<file path="src/hdl/ttl_pkg.sv">
// Shared types and constants for the thermistor table linearizer.
package ttl_pkg;

  localparam int TABLE_DEPTH = 64;
  localparam int IDX_W       = $clog2(TABLE_DEPTH);
  localparam int CNT_W       = IDX_W + 1;
  localparam int FRAC_BITS   = 8;
  localparam int SAMPLE_BITS = 16;
  localparam int TEMP_W      = 24;
  localparam int SCALE_W     = 16;
  localparam int VALUE_W     = IDX_W + FRAC_BITS;
  localparam int QUO_W       = FRAC_BITS + 1;
  localparam int STEP_W      = $clog2(QUO_W);
  localparam int PROD_W      = VALUE_W + SCALE_W;
  localparam int QUEUE_DEPTH = 2;
  localparam int QPTR_W      = $clog2(QUEUE_DEPTH);
  localparam int QCNT_W      = QPTR_W + 1;
  localparam int CFG_DATA_W  = 24;

  localparam logic [CNT_W-1:0]   ENTRIES_RESET  = CNT_W'(TABLE_DEPTH);
  localparam logic [SCALE_W-1:0] SCALE_RESET    = SCALE_W'(256);
  localparam logic [TEMP_W-1:0]  OVERFLOW_RESET = TEMP_W'(128000);
  localparam logic [TEMP_W-1:0]  INVALID_RESET  = TEMP_W'(128000);

  typedef enum logic {
    CMD_LOAD    = 1'b0,
    CMD_CONVERT = 1'b1
  } cmd_t;

  typedef enum logic [1:0] {
    REG_ENTRIES_USED  = 2'd0,
    REG_SCALE_FACTOR  = 2'd1,
    REG_OVERFLOW_TEMP = 2'd2,
    REG_INVALID_TEMP  = 2'd3
  } reg_index_t;

  typedef enum logic [1:0] {
    ST_INTERP  = 2'd0,
    ST_ABOVE   = 2'd1,
    ST_BELOW   = 2'd2,
    ST_INVALID = 2'd3
  } status_t;

  typedef enum logic [1:0] {
    OP_LOAD    = 2'd0,
    OP_CONVERT = 2'd1,
    OP_INVALID = 2'd2
  } op_kind_t;

  typedef enum logic [2:0] {
    B_IDLE  = 3'd0,
    B_FETCH = 3'd1,
    B_WALK  = 3'd2,
    B_DIV   = 3'd3,
    B_MUL   = 3'd4,
    B_DONE  = 3'd5
  } back_state_t;

  // One classified word in the queue between front and back.
  typedef struct packed {
    op_kind_t                 kind;
    logic [IDX_W-1:0]         index;
    logic [SAMPLE_BITS-1:0]   data;
  } q_item_t;

  typedef struct packed {
    logic    valid;
    q_item_t item;
  } q_head_t;

  typedef struct packed {
    logic [CNT_W-1:0]   entries_used;
    logic [SCALE_W-1:0] scale_factor;
    logic [TEMP_W-1:0]  overflow_temp;
    logic [TEMP_W-1:0]  invalid_temp;
  } cfg_t;

endpackage

</file>
<file path="src/hdl/ttl_front.sv">
// Front end: classifies incoming words and holds them in a short queue.
module ttl_front (
  input  logic                              clk,
  input  logic                              rst,
  input  logic                              start,
  output logic                              busy,
  input  logic                              command,
  input  logic [ttl_pkg::IDX_W-1:0]         entry_index,
  input  logic [15:0]                       entry_value,
  input  logic [ttl_pkg::SAMPLE_BITS-1:0]   sample,
  input  logic                              sample_invalid,
  input  logic                              q_pop,
  output ttl_pkg::q_head_t                  q_head
);

  ttl_pkg::q_item_t              queue_mem [ttl_pkg::QUEUE_DEPTH];
  logic [ttl_pkg::QPTR_W-1:0]    wr_ptr;
  logic [ttl_pkg::QPTR_W-1:0]    rd_ptr;
  logic [ttl_pkg::QCNT_W-1:0]    count;
  ttl_pkg::q_item_t              new_item;
  logic                          push;
  logic                          pop;

  always_comb begin
    new_item.index = entry_index;
    if (ttl_pkg::cmd_t'(command) == ttl_pkg::CMD_LOAD) begin
      new_item.kind = ttl_pkg::OP_LOAD;
      new_item.data = ttl_pkg::SAMPLE_BITS'(entry_value);
    end else if (sample_invalid) begin
      new_item.kind = ttl_pkg::OP_INVALID;
      new_item.data = sample;
    end else begin
      new_item.kind = ttl_pkg::OP_CONVERT;
      new_item.data = sample;
    end
  end

  assign busy = (count == ttl_pkg::QCNT_W'(ttl_pkg::QUEUE_DEPTH));
  assign push = start && !busy;
  assign pop  = q_pop && (count != '0);

  assign q_head.valid = (count != '0);
  assign q_head.item  = queue_mem[rd_ptr];

  always_ff @(posedge clk) begin
    if (push) begin
      queue_mem[wr_ptr] <= new_item;
    end
  end

  always_ff @(posedge clk) begin
    if (rst) begin
      wr_ptr <= '0;
      rd_ptr <= '0;
      count  <= '0;
    end else begin
      if (push) begin
        wr_ptr <= wr_ptr + 1'b1;
      end
      if (pop) begin
        rd_ptr <= rd_ptr + 1'b1;
      end
      if (push && !pop) begin
        count <= count + 1'b1;
      end else if (pop && !push) begin
        count <= count - 1'b1;
      end
    end
  end

endmodule

</file>
<file path="src/hdl/ttl_back.sv">
// Back end: table memory, table walk, fraction divider and output scaling.
module ttl_back (
  input  logic                          clk,
  input  logic                          rst,
  input  ttl_pkg::cfg_t                 cfg,
  input  ttl_pkg::q_head_t              q_head,
  output logic                          q_pop,
  output logic                          done,
  output logic [ttl_pkg::TEMP_W-1:0]    temperature,
  output logic [1:0]                    status
);

  ttl_pkg::back_state_t              state;
  ttl_pkg::back_state_t              state_next;

  logic [ttl_pkg::SAMPLE_BITS-1:0]   tbl_mem [ttl_pkg::TABLE_DEPTH];
  logic [ttl_pkg::IDX_W-1:0]         rd_addr;
  logic [ttl_pkg::SAMPLE_BITS-1:0]   rd_data;

  logic [ttl_pkg::IDX_W-1:0]         idx;
  logic [ttl_pkg::CNT_W-1:0]         n_lim;
  logic [ttl_pkg::SAMPLE_BITS-1:0]   smp;
  logic [ttl_pkg::SAMPLE_BITS-1:0]   prev;
  logic [ttl_pkg::SAMPLE_BITS-1:0]   rem;
  logic [ttl_pkg::SAMPLE_BITS-1:0]   den;
  logic [ttl_pkg::QUO_W-1:0]         quo;
  logic [ttl_pkg::STEP_W-1:0]        step;
  logic [ttl_pkg::VALUE_W-1:0]       value;
  logic [ttl_pkg::TEMP_W-1:0]        res_temp;
  ttl_pkg::status_t                  res_status;

  logic [ttl_pkg::CNT_W-1:0]         n_clamped;
  logic                              hit;
  logic                              last;
  logic                              first;
  logic                              div_last;
  logic [ttl_pkg::SAMPLE_BITS:0]     trial;
  logic                              ge;
  logic [ttl_pkg::QUO_W-1:0]         quo_shift;
  logic [ttl_pkg::PROD_W-1:0]        product;

  // Entry counts outside 2..TABLE_DEPTH are pinned to the nearest bound.
  always_comb begin
    if (cfg.entries_used < ttl_pkg::CNT_W'(2)) begin
      n_clamped = ttl_pkg::CNT_W'(2);
    end else if (cfg.entries_used > ttl_pkg::CNT_W'(ttl_pkg::TABLE_DEPTH)) begin
      n_clamped = ttl_pkg::CNT_W'(ttl_pkg::TABLE_DEPTH);
    end else begin
      n_clamped = cfg.entries_used;
    end
  end

  assign hit      = (smp >= rd_data);
  assign first    = (idx == '0);
  assign last     = ((ttl_pkg::CNT_W'(idx) + 1'b1) == n_lim);
  assign div_last = (step == ttl_pkg::STEP_W'(ttl_pkg::FRAC_BITS));
  assign trial    = (step == '0) ? {1'b0, rem} : {rem, 1'b0};
  assign ge       = (trial >= {1'b0, den});
  assign quo_shift = {quo[ttl_pkg::QUO_W-2:0], ge};
  assign product  = ttl_pkg::PROD_W'(value) * ttl_pkg::PROD_W'(cfg.scale_factor);

  // Address of the entry whose data the walk sees in the following cycle.
  assign rd_addr = (state == ttl_pkg::B_WALK) ? idx + 1'b1 : '0;

  always_ff @(posedge clk) begin
    if (q_pop && (q_head.item.kind == ttl_pkg::OP_LOAD)) begin
      tbl_mem[q_head.item.index] <= ttl_pkg::SAMPLE_BITS'(q_head.item.data);
    end
    rd_data <= tbl_mem[rd_addr];
  end

  always_comb begin
    state_next = state;
    unique case (state)
      ttl_pkg::B_IDLE: begin
        if (q_head.valid) begin
          unique case (q_head.item.kind)
            ttl_pkg::OP_LOAD:    state_next = ttl_pkg::B_IDLE;
            ttl_pkg::OP_INVALID: state_next = ttl_pkg::B_DONE;
            ttl_pkg::OP_CONVERT: state_next = ttl_pkg::B_FETCH;
            default:             state_next = ttl_pkg::B_IDLE;
          endcase
        end
      end
      ttl_pkg::B_FETCH: state_next = ttl_pkg::B_WALK;
      ttl_pkg::B_WALK: begin
        if (hit) begin
          state_next = first ? ttl_pkg::B_DONE : ttl_pkg::B_DIV;
        end else if (last) begin
          state_next = ttl_pkg::B_DONE;
        end
      end
      ttl_pkg::B_DIV: begin
        if (div_last) begin
          state_next = ttl_pkg::B_MUL;
        end
      end
      ttl_pkg::B_MUL:  state_next = ttl_pkg::B_DONE;
      ttl_pkg::B_DONE: state_next = ttl_pkg::B_IDLE;
      default:         state_next = ttl_pkg::B_IDLE;
    endcase
  end

  always_comb begin
    q_pop       = (state == ttl_pkg::B_IDLE) && q_head.valid;
    done        = (state == ttl_pkg::B_DONE);
    temperature = res_temp;
    status      = res_status;
  end

  always_ff @(posedge clk) begin
    if (rst) begin
      state <= ttl_pkg::B_IDLE;
    end else begin
      state <= state_next;
    end
  end

  always_ff @(posedge clk) begin
    unique case (state)
      ttl_pkg::B_IDLE: begin
        smp        <= q_head.item.data;
        n_lim      <= n_clamped;
        res_temp   <= cfg.invalid_temp;
        res_status <= ttl_pkg::ST_INVALID;
      end
      ttl_pkg::B_FETCH: begin
        idx <= '0;
      end
      ttl_pkg::B_WALK: begin
        if (hit) begin
          if (first) begin
            res_temp   <= '0;
            res_status <= ttl_pkg::ST_ABOVE;
          end else begin
            rem  <= prev - smp;
            den  <= prev - rd_data;
            step <= '0;
            quo  <= '0;
          end
        end else begin
          prev <= rd_data;
          idx  <= idx + 1'b1;
          if (last) begin
            res_temp   <= cfg.overflow_temp;
            res_status <= ttl_pkg::ST_BELOW;
          end
        end
      end
      ttl_pkg::B_DIV: begin
        // One quotient bit per cycle, integer bit first.
        rem  <= ttl_pkg::SAMPLE_BITS'(ge ? trial - {1'b0, den} : trial);
        quo  <= quo_shift;
        step <= step + 1'b1;
        if (div_last) begin
          value <= {idx - 1'b1, {ttl_pkg::FRAC_BITS{1'b0}}} + ttl_pkg::VALUE_W'(quo_shift);
        end
      end
      ttl_pkg::B_MUL: begin
        res_temp   <= ttl_pkg::TEMP_W'(product >> ttl_pkg::FRAC_BITS);
        res_status <= ttl_pkg::ST_INTERP;
      end
      ttl_pkg::B_DONE: begin
        res_temp <= res_temp;
      end
      default: begin
        res_temp <= res_temp;
      end
    endcase
  end

endmodule

</file>
<file path="src/hdl/thermistor_table_linearizer_unit.sv">
// Top level of the thermistor table linearizer: configuration registers and core.
//
// The block turns thermistor voltage codes into temperatures in 1/256 degree
// units by walking a table of falling voltage codes and interpolating.
// Input words are offered on start with command, entry_index, entry_value,
// sample and sample_invalid; a word is taken at a clock edge with start high
// and busy low. A load word writes one table entry and returns nothing. A
// convert word returns one result word on temperature and status, marked by
// done for exactly one cycle; the receiver cannot stall, so results are
// never held back.
// The front end classifies each word and places it in a two-word queue, so
// busy rises only when that queue is full. The back end takes words in order.
// A load writes one table entry when the back end takes it. A convert runs
// a fetch, a walk reading one table entry a cycle from the table memory,
// the bit-serial fraction divider, the scale multiply and a done state that
// presents the result; special cases go straight to done, and the walk
// stops early once it finds its entry. The configuration port writes one
// register per cycle with cfg_write; the user is to use it only while the
// block is idle, not enforced by the block. Reset restores the register
// defaults and empties the queue; table contents are undefined until loaded.
module thermistor_table_linearizer_unit (
  input  logic                              clk,
  input  logic                              rst,
  input  logic                              start,
  output logic                              busy,
  input  logic                              command,
  input  logic [ttl_pkg::IDX_W-1:0]         entry_index,
  input  logic [15:0]                       entry_value,
  input  logic [ttl_pkg::SAMPLE_BITS-1:0]   sample,
  input  logic                              sample_invalid,
  output logic                              done,
  output logic [ttl_pkg::TEMP_W-1:0]        temperature,
  output logic [1:0]                        status,
  input  logic                              cfg_write,
  input  logic [1:0]                        cfg_index,
  input  logic [ttl_pkg::CFG_DATA_W-1:0]    cfg_data
);

  ttl_pkg::cfg_t     cfg;
  ttl_pkg::q_head_t  q_head;
  logic              q_pop;

  // Configuration registers, reloaded with their defaults at reset.
  always_ff @(posedge clk) begin
    if (rst) begin
      cfg.entries_used  <= ttl_pkg::ENTRIES_RESET;
      cfg.scale_factor  <= ttl_pkg::SCALE_RESET;
      cfg.overflow_temp <= ttl_pkg::OVERFLOW_RESET;
      cfg.invalid_temp  <= ttl_pkg::INVALID_RESET;
    end else if (cfg_write) begin
      unique case (ttl_pkg::reg_index_t'(cfg_index))
        ttl_pkg::REG_ENTRIES_USED:  cfg.entries_used  <= ttl_pkg::CNT_W'(cfg_data);
        ttl_pkg::REG_SCALE_FACTOR:  cfg.scale_factor  <= ttl_pkg::SCALE_W'(cfg_data);
        ttl_pkg::REG_OVERFLOW_TEMP: cfg.overflow_temp <= ttl_pkg::TEMP_W'(cfg_data);
        ttl_pkg::REG_INVALID_TEMP:  cfg.invalid_temp  <= ttl_pkg::TEMP_W'(cfg_data);
        default:                    cfg.entries_used  <= cfg.entries_used;
      endcase
    end
  end

  // Front end: takes words and queues them in arrival order.
  ttl_front u_front (
    .clk            (clk),
    .rst            (rst),
    .start          (start),
    .busy           (busy),
    .command        (command),
    .entry_index    (entry_index),
    .entry_value    (entry_value),
    .sample         (sample),
    .sample_invalid (sample_invalid),
    .q_pop          (q_pop),
    .q_head         (q_head)
  );

  // Back end: owns the table, so loads and converts see the table in order.
  ttl_back u_back (
    .clk         (clk),
    .rst         (rst),
    .cfg         (cfg),
    .q_head      (q_head),
    .q_pop       (q_pop),
    .done        (done),
    .temperature (temperature),
    .status      (status)
  );

endmodule

</file>
<file path="config.mk">
export PLATFORM = sky130hd
export DESIGN_NAME = thermistor_table_linearizer_unit
export DESIGN_NICKNAME = d
export VERILOG_FILES = /design/src/hdl/ttl_pkg.sv /design/src/hdl/ttl_front.sv /design/src/hdl/ttl_back.sv /design/src/hdl/thermistor_table_linearizer_unit.sv
export SDC_FILE = /design/constraint.sdc
export NUM_CORES = 2
export LEC_CHECK = 0
export ABC_AREA = 1
export BUFFER_PORTS_ARGS = -buffer_cell sky130_fd_sc_hd__buf_4
export CAP_MARGIN = 10
export CORE_ASPECT_RATIO = 0.8
export CORE_UTILIZATION = 25
export DETAILED_ROUTE_END_ITERATION = 8
export PLACE_DENSITY = 0.51
export RECOVER_POWER = 25
export SYNTH_ARGS = -nofsm -noshare
export SYNTH_HDL_FRONTEND = slang
export SYNTH_SLANG_ARGS = --single-unit
</file>
<file path="constraint.sdc">
create_clock -name clk -period 14.55 [get_ports clk]
set_input_delay 3.6375 -clock clk [delete_from_list [all_inputs] [get_ports clk]]
set_output_delay 3.6375 -clock clk [all_outputs]
set_load 0.01 [all_outputs]
</file>
==> summary.md <==
| Metric | Value |
|---|---|
| Clock Tree Buf Depth | `4` |
| Postcts setup bufs | `0` |
| Final hold viol count | `0` |
| DP HPWL | `114,000 um` |
| Sequential cell area | `0.0380 sq mm` |
| Status | `finished, violations left` |
| Layout cells sized above 1 | `0.0709` |
| Via count | `between 40,000 and 50,000` |
| Vias/cell | `approximately 4.5` |
| Yosys warns | `0` |
| Worst slew pin tran | `slightly below 4 ns` |
| Fin crit period | `5.95 ns` |
| DRT iter0 DRCs | `~4,500` |
| Post-Place Worst Slack | `roughly 8.6 ns` |
| Max rail drop VDD | `0.0000986 V` |
| Comb pwr share | `0.300` |
| Critical Path AT | `6.48 ns` |
| Wirelength per Cell | `~19 um` |
| Post-cts sizing count | `0` |
| Post-Synthesis Cells | `6,195` |
| Clock latency on the worst-skew pair | `~0.79 ns` |
| Endpoint, Worst Hold | `u_back.prev[12]$_DFFE_PP_` |
| Largest fanout on the critical path | `15` |
| Die area | `0.256 sq mm` |
| Die width | `around 570 um` |
| Max Freq | `about 170 MHz` |
| #FFs+latches synth | `1,296` |
| Chip height | `between 400 and 500 um` |
| Final setup fails | `0` |
| Top FF cell, synth | `edfxtp_1` |
| Clk_skew | `between 0.04 and 0.05 ns` |
| DRT antenna net count | `0` |
| Reg-to-reg setup timing slack | `roughly 8.6 ns` |
| Sw frac | `0.356` |
| P&R area growth vs syn | `13.5%` |
| Crit path from | `cfg[53]$_SDFFE_PP0P_` |
| Placer Congestion | `0.850` |
| Crit path launch type | `flop` |
| Yosys top cell area share | `0.567` |
| # placed instances | `9,439` |
| Area taken by multi-input logic gates | `~0.021 sq mm` |
| Total GRT Usage | `0.140` |
| Leading area contributor after synthesis | `edfxtp_1` |
| Crit end category | `flop` |
| Share of the yosys chip area belonging to registers | `0.597` |
| Pwr dens | `162 mW/mm^2` |
| Hold Path Depth | `0` |
| RSZ-0062 raised after global routing | `false` |
| Routed WL | `roughly 180,000 um` |
| Cell Rows | `between 150 and 200` |
| Largest net degree at the start of global routing | `roughly 170` |
| DRC Markers | `0` |
| Core area | `about 0.25 sq mm` |
| Post-cts hold buffer count | `0` |
| Clk pin slew, worst setup/hold paths | `~0.070 ns` |
| Met3 Use GR | `0.0250` |
| CTS tree | `built` |
| Total of max-cap violations | `17` |
| Power share of the clock group | `0.288` |
| Violated checks | `max-capacitance violations, max-slew violations` |
| Synth area leaders | `edfxtp_1, nand2_1, fa_1` |
| Initial antenna violation count | `7` |
| Post-route setup slack | `8.60 ns` |
| Worst Path Required | `~15 ns` |
| GR peak layer | `met1` |
| Sw power | `~4.2 mW` |
| TNS Setup | `0 ns` |
| R2r endpoint | `u_back.temperature[5]$_DFFE_PP_` |
| Mapped cell area | `~0.064 sq mm` |
| Worst Setup Path Type | `flop to flop` |
| Hold wc startpoint | `u_back.rd_data[12]$_DFF_P_` |
| First-pass GRT wire length | `roughly 270,000 um` |
| M1 GR Usage | `0.215` |
| Ys async rst share | `0` |
| IO Count | `between 90 and 100` |
| Library cells used by synthesis | `between 40 and 50` |
| Reg power frac | `0.412` |
| Pint | `approximately 7.5 mW` |
| Period utilization | `0.409` |
| Worst hold-check path type | `flop to flop` |
| Reg-to-Reg Start | `cfg[53]$_SDFFE_PP0P_` |
| Starting density of the core | `0.252` |
| Syn Nets | `around 6,600` |
| Syn avg cell area | `between 10 and 15 sq um` |
| Fillcell total | `26,200` |
| 1st-pass router iterations | `7` |
| CTS H-Tree Depth | `4` |
| Number of synthesized flops with an enable pin | `1,201` |
| CTS buffer count | `139` |
| Leakage | `29.0 nW` |
| Root Driver | `clkbuf_16` |
| Final cell count without fillers | `9,674` |
| GR Overflow Total | `0` |
| Clock sink count | `1,296` |
| Vias in the first global route | `41,700` |
| Port buffer count | `97` |
| NumNets Final | `~6,600` |
| Worst R2R Path Depth | `18` |
| Slew Limit Headroom | `-1.57` |
| Met2 Track Usage GR | `0.204` |
| Final Max Slew Viols | `approximately 1,000` |
==> per-layer routing <==
metal | routed length, um | vias to the layer above | part of all wire
li1 | - | 20700 | -
met1 | 90700 | 21500 | 0.49
met2 | 76000 | 1428 | 0.41
met3 | 13700 | 223 | 0.075
met4 | 3110 | 2 | 0.017
met5 | 13 | - | 0.000071
==> kinds of logic (layout without fill, tap and decap cells) <==
family,Yosys count,after routing,share of synthesized area
adder cells (fa/ha/maj),330,330,0.0847
buffers and inverters,1088,1223,0.0688
AND/OR/NAND/NOR,2734,2734,0.177
flip-flops,1296,1296,0.597
multiplexers,17,17,0.00299
other,0,4,0
XOR/XNOR,43,43,0.00592
AO/OA/AOI/OAI,687,687,0.0633
==> metrics by stage <==
step | util | cell area [sq um] | power [mW] | hold WS (ns)
global route | 0.286 | 72200 | 12.3 | 0.456
floorplan | - | 63600 | 6.93 | 0.408
CTS | 0.286 | 72200 | 11.8 | 0.437
finish | 0.286 | 72200 | 11.7 | 0.434
global placement | 0.269 | 68100 | 8.33 | 0.420
detailed placement | 0.269 | 68100 | 8.37 | 0.422
==> worst max-delay path by stage <==
stage / endpoint / slack (ns)
after detailed placement: u_back.temperature[15]$_DFFE_PP_ / 8.56
after floorplan: u_back.temperature[15]$_DFFE_PP_ / 9.03
after CTS: u_back.temperature[15]$_DFFE_PP_ / 8.56
final: u_back.temperature[5]$_DFFE_PP_ / 8.60
after global routing: u_back.temperature[15]$_DFFE_PP_ / 8.20
after global placement: u_back.temperature[15]$_DFFE_PP_ / 8.62
==> power by group through the flow <==
stage / Sequential, mW / Clock, mW / Combinational [mW]
finish: 4.82 / 3.37 / 3.52
global route: 4.84 / 3.60 / 3.87
CTS: 4.77 / 3.44 / 3.54
detailed placement: 4.85 / 0 / 3.52
global placement: 4.85 / 0 / 3.48
floorplan: 4.81 / 0 / 2.12
==> state kept, by name, indices dropped and copies added, names as in the netlist, 4 cells and up, named ones only <==
name	count
cfg	71
u_back.den	16
u_back.idx	6
u_back.n_lim	7
u_back.prev	16
u_back.quo	8
u_back.rd_data	16
u_back.rem	16
u_back.smp	16
u_back.step	4
u_back.tbl_mem	1024
u_back.temperature	24
u_back.value	14
u_front.queue_mem	48
==> worst max-delay path: stages (launching register included) <==
cell and delay (ns):
dfxtp_1 0.78, nand2_1 0.18, fa_1 0.48, fa_1 0.55, fa_1 0.55, inv_1 0.05, fa_1 0.45, fa_1 0.49
inv_1 0.05, fa_1 0.47, inv_1 0.04, ha_1 0.35, a21oi_1 0.24, o21ai_0 0.20, a21oi_1 0.17, nand2_1 0.14
or2_2 0.29, nand3_1 0.12, o211ai_1 0.11
==> placed cells by master (no fill, tap or decap), types with 119 or more instances in the layout <==
cell and instances:
edfxtp_1 1201, a21oi_1 119, o21ai_0 318, nand2_1 1429
clkbuf_16 145, o211ai_1 148, inv_1 778, nand3_1 610
nor2_1 596, buf_4 194, ha_1 163, fa_1 167
==> synth_stat cells (50+ instances only) <==
master       n
a21oi_1    119
buf_2       99
clkbuf_1   158
dfxtp_1     95
edfxtp_1  1201
fa_1       167
ha_1       163
inv_1      778
nand2_1   1428
nand3_1    610
nor2_1     614
o211ai_1   148
o21ai_0    319
o21ai_1     50
==> area by class of cell <==
class	instances	area share
antenna	4	0.000139
clock buffer	191	0.0534
clock inverter	40	0.00435
inverter	786	0.0409
multi-input combinational	3811	0.295
sequential	1296	0.526
tap	3340	0.0579
timing repair buffer	206	0.0217
(Power assumes the default switching activity.)
